===== src/ckt_pkg.sv =====
package ckt_pkg;

  localparam int NUM_SLOTS = 16;
  localparam int KEY_BYTES = 4;
  localparam int KEY_W     = 8 * KEY_BYTES;
  localparam int SLOT_W    = (NUM_SLOTS > 1) ? $clog2(NUM_SLOTS) : 1;
  localparam int CNT_W     = $clog2(NUM_SLOTS + 1);

  localparam logic [7:0] EMPTY_BYTE = 8'hFF;

  typedef enum logic [1:0] {
    REQ_LOOKUP = 2'd0,
    REQ_STORE  = 2'd1,
    REQ_REMOVE = 2'd2,
    REQ_READ   = 2'd3
  } req_e;

  typedef enum logic [1:0] {
    ST_IDLE,
    ST_SCAN,
    ST_DONE
  } state_e;

  typedef struct packed {
    req_e        req_type;
    logic [31:0] card_key;
    logic [3:0]  slot_index;
  } ckt_in_t;

  typedef struct packed {
    logic        hit;
    logic [31:0] key_out;
  } ckt_out_t;

  typedef struct packed {
    logic              rd_en;
    logic [SLOT_W-1:0] rd_addr;
    logic              wr_en;
    logic [SLOT_W-1:0] wr_addr;
    logic [KEY_W-1:0]  wr_data;
  } mem_req_t;

endpackage


===== src/ckt_slot_mem.sv =====
module ckt_slot_mem (
  input  logic                      clk_i,
  input  logic                      rst_ni,
  input  ckt_pkg::mem_req_t         mem_req_i,
  output logic [ckt_pkg::KEY_W-1:0] rd_data_o
);
  import ckt_pkg::*;

  logic [KEY_W-1:0]     mem_q [NUM_SLOTS];
  logic [NUM_SLOTS-1:0] valid_q;
  logic [KEY_W-1:0]     rd_data_q;
  logic                 rd_valid_q;

  always_ff @(posedge clk_i) begin
    if (mem_req_i.wr_en) begin
      mem_q[mem_req_i.wr_addr] <= mem_req_i.wr_data;
    end
    if (mem_req_i.rd_en) begin
      rd_data_q <= mem_q[mem_req_i.rd_addr];
    end
  end

  // never-written slots read as empty (all ones)
  always_ff @(posedge clk_i or negedge rst_ni) begin
    if (!rst_ni) begin
      valid_q    <= '0;
      rd_valid_q <= 1'b0;
    end else begin
      if (mem_req_i.wr_en) begin
        valid_q[mem_req_i.wr_addr] <= 1'b1;
      end
      if (mem_req_i.rd_en) begin
        rd_valid_q <= valid_q[mem_req_i.rd_addr];
      end
    end
  end

  assign rd_data_o = rd_valid_q ? rd_data_q : '1;

endmodule


===== src/ckt_ctrl.sv =====
module ckt_ctrl (
  input  logic                      clk_i,
  input  logic                      rst_ni,
  input  logic                      in_valid_i,
  input  ckt_pkg::ckt_in_t          in_data_i,
  output logic                      in_ready_o,
  output logic                      res_valid_o,
  output ckt_pkg::ckt_out_t         res_data_o,
  input  logic                      res_take_i,
  output ckt_pkg::mem_req_t         mem_req_o,
  input  logic [ckt_pkg::KEY_W-1:0] rd_data_i
);
  import ckt_pkg::*;

  state_e            state_q, state_d;
  req_e              req_q, req_d;
  logic [KEY_W-1:0]  key_q, key_d;
  logic [CNT_W-1:0]  addr_q, addr_d;
  logic [SLOT_W-1:0] tag_q, tag_d;
  logic              pend_q, pend_d;
  ckt_out_t          res_q, res_d;

  logic match, free, found, issue;

  assign match = (rd_data_i == key_q);
  assign free  = (rd_data_i[KEY_W-1 -: 8] == EMPTY_BYTE);

  always_comb begin
    state_d   = state_q;
    req_d     = req_q;
    key_d     = key_q;
    addr_d    = addr_q;
    tag_d     = tag_q;
    pend_d    = pend_q;
    res_d     = res_q;
    mem_req_o = '0;
    found     = 1'b0;
    issue     = 1'b0;

    unique case (state_q)
      ST_IDLE: begin
        if (in_valid_i) begin
          req_d  = in_data_i.req_type;
          key_d  = KEY_W'(in_data_i.card_key);
          res_d  = '0;
          pend_d = 1'b0;
          if (in_data_i.req_type == REQ_READ) begin
            if (32'(in_data_i.slot_index) < NUM_SLOTS) begin
              addr_d  = CNT_W'(in_data_i.slot_index);
              state_d = ST_SCAN;
            end else begin
              state_d = ST_DONE;
            end
          end else begin
            addr_d  = '0;
            state_d = ST_SCAN;
          end
        end
      end

      ST_SCAN: begin
        // evaluate the slot read last cycle
        if (pend_q) begin
          unique case (req_q)
            REQ_LOOKUP: begin
              if (match) begin
                found     = 1'b1;
                res_d.hit = 1'b1;
              end
            end
            REQ_STORE: begin
              if (free) begin
                found             = 1'b1;
                res_d.hit         = 1'b1;
                mem_req_o.wr_en   = 1'b1;
                mem_req_o.wr_addr = tag_q;
                mem_req_o.wr_data = key_q;
              end
            end
            REQ_REMOVE: begin
              if (match) begin
                found             = 1'b1;
                res_d.hit         = 1'b1;
                mem_req_o.wr_en   = 1'b1;
                mem_req_o.wr_addr = tag_q;
                mem_req_o.wr_data = '1;
              end
            end
            REQ_READ: begin
              found         = 1'b1;
              res_d.hit     = !free;
              res_d.key_out = free ? '0 : 32'(rd_data_i);
            end
          endcase
        end

        // launch the next slot read unless the search just ended
        issue = !found && (addr_q < CNT_W'(NUM_SLOTS));
        if (issue) begin
          mem_req_o.rd_en   = 1'b1;
          mem_req_o.rd_addr = addr_q[SLOT_W-1:0];
          tag_d             = addr_q[SLOT_W-1:0];
          pend_d            = 1'b1;
          addr_d            = (req_q == REQ_READ) ? CNT_W'(NUM_SLOTS) : addr_q + 1'b1;
        end else begin
          pend_d  = 1'b0;
          state_d = ST_DONE;
        end
      end

      ST_DONE: begin
        if (res_take_i) begin
          state_d = ST_IDLE;
        end
      end

      default: state_d = ST_IDLE;
    endcase
  end

  always_ff @(posedge clk_i or negedge rst_ni) begin
    if (!rst_ni) begin
      state_q <= ST_IDLE;
      pend_q  <= 1'b0;
    end else begin
      state_q <= state_d;
      pend_q  <= pend_d;
    end
  end

  always_ff @(posedge clk_i) begin
    req_q  <= req_d;
    key_q  <= key_d;
    addr_q <= addr_d;
    tag_q  <= tag_d;
    res_q  <= res_d;
  end

  assign in_ready_o  = (state_q == ST_IDLE);
  assign res_valid_o = (state_q == ST_DONE);
  assign res_data_o  = res_q;

endmodule


===== src/credential_key_table_unit.sv =====
// Card key table: NUM_SLOTS slots of KEY_BYTES-byte keys held in one
// single-port-read synchronous RAM. Each input word is a lookup, store,
// remove or read-slot request and yields exactly one output word. Lookup
// and remove walk the slots from slot 0, one RAM read per cycle, stopping at
// the first exact match; store stops at the first slot whose top byte is
// 0xFF and writes the key there (no duplicate check); read-slot does a
// single read. An unwritten or removed slot holds all ones, so lookup/remove
// of an all-ones key hit the lowest such slot. Time from accept to result
// is set by the one-read-per-cycle RAM walk: read-slot does one read, a full
// scan with no hit reads all NUM_SLOTS slots. One request is in flight at a
// time; the input is ready again once the previous result is loaded into
// the output register, even if that result is still waiting downstream.
// No clearing pass: per-slot valid flops make unwritten slots read as empty
// right after reset.
module credential_key_table_unit (
  input  logic              clk_i,
  input  logic              rst_ni,
  input  logic              in_valid_i,
  output logic              in_ready_o,
  input  ckt_pkg::ckt_in_t  in_data_i,
  output logic              out_valid_o,
  input  logic              out_ready_i,
  output ckt_pkg::ckt_out_t out_data_o
);
  import ckt_pkg::*;

  mem_req_t         mem_req;
  logic [KEY_W-1:0] rd_data;
  logic             res_valid;
  logic             res_take;
  ckt_out_t         res_data;

  logic             out_valid_q, out_valid_d;
  ckt_out_t         out_data_q, out_data_d;

  ckt_slot_mem u_mem (
    .clk_i     (clk_i),
    .rst_ni    (rst_ni),
    .mem_req_i (mem_req),
    .rd_data_o (rd_data)
  );

  ckt_ctrl u_ctrl (
    .clk_i       (clk_i),
    .rst_ni      (rst_ni),
    .in_valid_i  (in_valid_i),
    .in_data_i   (in_data_i),
    .in_ready_o  (in_ready_o),
    .res_valid_o (res_valid),
    .res_data_o  (res_data),
    .res_take_i  (res_take),
    .mem_req_o   (mem_req),
    .rd_data_i   (rd_data)
  );

  // output register: free, or being drained this cycle
  assign res_take = res_valid && (!out_valid_q || out_ready_i);

  always_comb begin
    out_valid_d = out_valid_q;
    out_data_d  = out_data_q;
    if (out_valid_q && out_ready_i) begin
      out_valid_d = 1'b0;
    end
    if (res_take) begin
      out_valid_d = 1'b1;
      out_data_d  = res_data;
    end
  end

  always_ff @(posedge clk_i or negedge rst_ni) begin
    if (!rst_ni) begin
      out_valid_q <= 1'b0;
    end else begin
      out_valid_q <= out_valid_d;
    end
  end

  always_ff @(posedge clk_i) begin
    out_data_q <= out_data_d;
  end

  assign out_valid_o = out_valid_q;
  assign out_data_o  = out_data_q;

endmodule


===== config.mk =====
export PLATFORM = sky130hd
export DESIGN_NAME = credential_key_table_unit
export DESIGN_NICKNAME = d
export VERILOG_FILES = /design/src/ckt_pkg.sv /design/src/ckt_slot_mem.sv /design/src/ckt_ctrl.sv /design/src/credential_key_table_unit.sv
export SDC_FILE = /design/constraint.sdc
export NUM_CORES = 1
export LEC_CHECK = 0
export BUFFER_PORTS_ARGS = -buffer_cell sky130_fd_sc_hd__buf_2
export CAP_MARGIN = 20
export CORE_AREA = 2 2 258 260
export DETAILED_ROUTE_END_ITERATION = 16
export DIE_AREA = 0 0 260 262
export REMOVE_ABC_BUFFERS = 1
export SLEW_MARGIN = 20
export SYNTH_ARGS = -nofsm -noshare
export SYNTH_HDL_FRONTEND = slang
export SYNTH_HIERARCHICAL = 1
export SYNTH_SLANG_ARGS = --single-unit

===== constraint.sdc =====
create_clock -name clk_i -period 5.69 [get_ports clk_i]
set_clock_uncertainty 0.1 [all_clocks]
set_input_delay 0.569 -clock clk_i [delete_from_list [all_inputs] [get_ports clk_i]]
set_output_delay 0.569 -clock clk_i [all_outputs]
set_load 0.01 [all_outputs]

Yosys cells after proc, flatten, opt, wreduce, memory -nomap -nowiden
Memory sizes are Yosys's and may differ from the RTL's. A register that Yosys moved wholly into a read port is not among the register bits.
Cells that the tools add are included.
{ "totals": {"memories": 1, "in_bits": 42, "reg_bits": 130, "out_inout_bits": 35, "word_cells": 96, "ram_bits": 512} }
{ "mem_list": {"columns": ["name", "depth", "width", "rd", "rd_clocked_by_memory_dff", "wr", "line_no", "source"], "rows": [
  ["u_mem.mem_q", 16, 32, 1, 1, 1, "ckt_slot_mem.sv:9", "logic [KEY_W-1:0] mem_q [NUM_SLOTS];"]
]} }
{ "classes": {"addsub": 1, "bitwise": 1, "mux": 40, "magnitude_cmp": 4, "n_reduce_logical": 20, "eq_ne": 16} }
{ "op_table": {"columns": ["operator", "n"], "rows": [
  ["37-bit two-way mux", 3],
  ["32-bit two-way mux", 3],
  ["37-bit case mux with 2 select lines", 1],
  ["33-bit two-way mux", 2],
  ["33-bit case mux with 2 select lines", 1],
  ["42-bit two-way mux", 1],
  ["32-bit == test", 1],
  ["5-bit two-way mux", 4],
  ["16-bit bitwise OR", 1],
  ["1-bit two-way mux", 14],
  ["4-bit by 5-bit less-than comparator with 1-bit output, second input constant", 2],
  ["5-bit case mux with 2 select lines", 1],
  ["2-bit == test, second input constant", 4],
  ["8-bit == test, second input constant", 1],
  ["2-bit by 1-bit != test with 1-bit output, second input constant", 4],
  ["2-bit two-way mux", 3],
  ["3-bit by 2-bit != test with 1-bit output, second input constant", 2],
  ["1-bit case mux with 3 select lines", 2],
  ["2-bit case mux with 3 select lines", 1],
  ["2-bit AND reduction", 3],
  ["3-bit AND reduction", 2],
  ["5-bit by 1-bit adder with 5-bit output, second input constant", 1],
  ["5-bit less-than comparator, second input constant", 1],
  ["5-bit AND reduction", 1],
  ["other kinds (14)", 23]
]} }

Longest topological paths before layout
{ "depth": {"ltp_word": 15, "mapped_depth": 13, "ltp_nobuf": 10} }

Cells and area by module
Netlist, hierarchy kept.
{ "modules_own_cells": {"columns": ["mod", "cells_each", "seq_area_each_um2", "n_inst", "area_each_um2"], "rows": [
  ["ckt_slot_mem", 841, 16761.1, 1, 21136.5],
  ["ckt_ctrl", 263, 2357.3, 1, 3691.0],
  ["credential_key_table_unit", 37, 1016.0, 1, 1034.7]
]} }

Worst setup path after synthesis
No wires, ideal clock.
{ "synth_timing": {"kind": "register to register", "from": "register u_mem.rd_valid_q", "to": "memory u_mem/mem_q[0][0] (netlist name) (enable)", "path_stages_with_launch": 10, "path_slack_ps": 376, "setup_ps": 462, "path_buffers": 1, "required_time_ps": 5128, "t_arrival_ps": 4752, "synth_period_minus_slack_ps": 5314, "cell_sequence": "dfrtp_1 > clkbuf_1 > nand2b_1 > xor2_1 > nor4_2 > nand4_2 > nor3_4 > or2_1 > or3b_2 > nor3_1"} }
{ "synth_lines": {"columns": ["element", "line_no", "source"], "rows": [
  ["start: declaration", "ckt_slot_mem.sv:12", "logic rd_valid_q;"],
  ["start signal: assignment", "ckt_slot_mem.sv:33", "rd_valid_q <= valid_q[mem_req_i.rd_addr];"],
  ["end: declaration", "ckt_slot_mem.sv:9", null]
]} }

==> metrics.txt <==
status=finished, final reports clean; later-pin clock latency in the skew report=roughly 0.60 ns; pre-CTS setup slack=~0.51 ns; drt wl/cell=27.7 um; initial antenna violation count=1; slew margin rel.=0.372; CTS Buf Count=70; vias in the first global route=about 13000; commonest non-fill, non-tap cell in the layout=edfxtp_1; Seq/Total Area, Yosys=0.779; Power, Total=between 0.01 and 0.015 W; Worst Hold Class=in -> reg; unrepaired setup endpoints after global routing=false; Via Count=between 10000 and 15000; CP Capture Type=flip-flop; setup TNS=0 ns; final WL=60.7 mm; Die Height=roughly 260 um; layout cells sized above 1=0.328; Finished Core Util=0.460; Syn Inst Count=1141; final setup margin=0.663 ns; Cell Area, Synth=approximately 0.026 mm^2; largest net degree at the start of global routing=~100; non-filler instance count after layout=about 2200; WP data required=about 5.8 ns; DP Cell Count=about 2100; Met2 Wirelength=29.5 mm; Clock Pin Slew Worst Setup and Hold Paths=0.06 ns; EDFF count, synth=around 650; io pins=77; routability cong.=0.811; Max Fanout on Critical Path=26; YS warnings=6; clk sinks=roughly 670; cts repair resizes=0; Layout Nets=~1300; DRT met1 WL=between 20 and 30 mm; Max-cap violations=0; synth unique cells=47; DR top layer=met4; HPWL after detailed placement=~35 mm; Post-synth ARST share=0.0312; Remaining DRCs=0; Starting Density=0.396; starting DRC count in detailed routing=~1100; Root Driver=clkbuf_16; worst vdd rail ir drop=0.323 mV; Final Hold Fails=0; # diodes=0; FP Rows=94; CTS H-Tree Depth=3; f_max=around 200 MHz; Horiz. Die Dim=approximately 260 um; Period minus WS final=about 5 ns; Core ar.=roughly 0.065 mm^2; Power Density=roughly 430 mW/mm^2; met3 routed WL=a little over 4 mm; grt total ovfl=0; Vias/cell=5.43; startpoint types=flip-flop; Synth Flop Type=edfxtp_1; P&R area growth vs syn=16.0%; CTS tree=done; total track usage=0.183; synthesized flop and latch total=674; commonest non-fill, non-tap cells in the layout=edfxtp_1 (653), mux4_2 (164), buf_2 (76), clkbuf_16 (73), nand2b_1 (37); fin crit share=0.883; final slew viol count=0; Crit path arrival time=just over 5 ns; drt pass-1 iters=7; die area=0.0681 mm^2; Avg Inst Size Synth=22.7 um^2; P_leak=between 8 and 9 nW; clk buf depth=3; Worst Max-Slew Pin Slew=roughly 0.94 ns; first-pass GRT wire length=88.3 mm; Final setup violation count=0; DRT antenna net count=0; Port Buffer Count=76; critical path class=reg -> reg
worst max-delay path: stages (launching register included):
cell	delay, ns
dfrtp_1	0.76
nand2b_1	0.38
xor2_1	0.25
nor4_1	0.72
nand4_1	0.42
nor3_4	0.44
buf_4	0.26
o21a_1	0.21
nand3b_1	0.30
nor3_2	0.27
buf_4	0.51
metal layers:
metal,GRT usage,vias up
li1,-,4999
met1,0.251,6432
met2,0.296,403
met3,0.0385,83
met4,0.0556,0
met5,0,-
cell usage after synthesis, types with 2 or more instances:
cell,count,area share
nor4_1,6,0.0015
buf_6,12,0.0052
a22o_1,2,0.00068
mux2i_1,3,0.0012
dfrtp_1,21,0.020
nand2b_1,37,0.0090
buf_2,8,0.0015
or2_1,2,0.00048
nand2_1,6,0.00087
xor2_1,34,0.012
clkbuf_1,23,0.0033
nand4_1,3,0.00073
and2_1,32,0.0077
nor3_1,4,0.00077
edfxtp_1,653,0.76
and3_1,3,0.00073
ha_1,5,0.0024
o21a_1,4,0.0012
buf_1,8,0.0012
or2_2,16,0.0039
nand3b_1,2,0.00058
nor4_2,3,0.0015
a21boi_1,4,0.0012
nor2b_1,3,0.00073
a21oi_1,5,0.00097
nor2_1,18,0.0026
mux4_2,164,0.14
a21o_1,30,0.0087
inv_1,4,0.00058
a21o_2,2,0.00068
nand3_1,8,0.0015
stage by stage:
stage / hold slack, ns / cell area, um^2
finish: 0.0393 / 30000
global route: 0.0166 / 30000
CTS: 0.00500 / 30000
detailed placement: 0.306 / 27700
global placement: 0.305 / 27700
floorplan: 0.173 / 25600
layout make-up:
cell class | count | area [um^2]
Clock buffer | 88 | 1910
Clock inverter | 33 | 334
Fill cell | 5404 | 35300
Inverter | 4 | 15.0
Multi-Input combinational cell | 410 | 5570
Sequential cell | 674 | 20100
Tap cell | 864 | 1080
Timing Repair Buffer | 120 | 951
flip-flops by register name, indices dropped and copies added, names as in the netlist, 4 cells and up:
| register | count |
|---|---|
| u_mem/rd_data_q | 32 |
| u_mem/valid_q | 16 |
| u_ctrl/res_data_o | 33 |
| u_ctrl/addr_q | 5 |
| u_ctrl/tag_q | 4 |
| u_ctrl/key_q | 32 |
| out_data_o | 33 |
| u_mem/mem_q | 512 |
final timing paths:
path,from,endpoint,slack [ns],cells past startpoint
max,u_mem/rd_valid_q,u_mem/mem_q[4][3],0.66,10
min,in_data_i[16],u_ctrl/key_q[12],0.04,1
max reg2reg,u_mem/rd_valid_q,u_mem/mem_q[4][3],0.66,10
min reg2reg,u_ctrl/res_data_o[15],out_data_o[15],0.32,0
max in group asynchronous,rst_ni,u_mem/valid_q[9],4.78,2
min in group asynchronous,rst_ni,u_ctrl/pend_q,0.36,2
cells by family (layout without fill, tap and decap cells):
logic type,count (synthesis),in the layout,synth area share
AOI/OAI and AO/OA,53,53,0.0151
muxes,168,168,0.144
xor gates and xnor gates,35,35,0.0119
and+or+nand+nor,149,149,0.0353
adders and majority gates,5,5,0.00242
DFF,674,674,0.779
buffers and inverters,57,245,0.0123
power breakdown:
| part | total [W] | internal [W] | switching (W) | leakage, nW |
|---|---|---|---|---|
| logic | 0.00216 | 0.000879 | 0.00128 | 2.25 |
| registers | 0.00612 | 0.00592 | 0.000194 | 5.57 |
| clock network | 0.00450 | 0.00269 | 0.00182 | 1.11 |
timing repair:
action                                 4_1_cts  5_1_grt
hold buffers                                 1        0
endpoints found under the hold margin       21        0
setup buffers                                0        0
No activity file was read; power rests on OpenSTA's default activity.
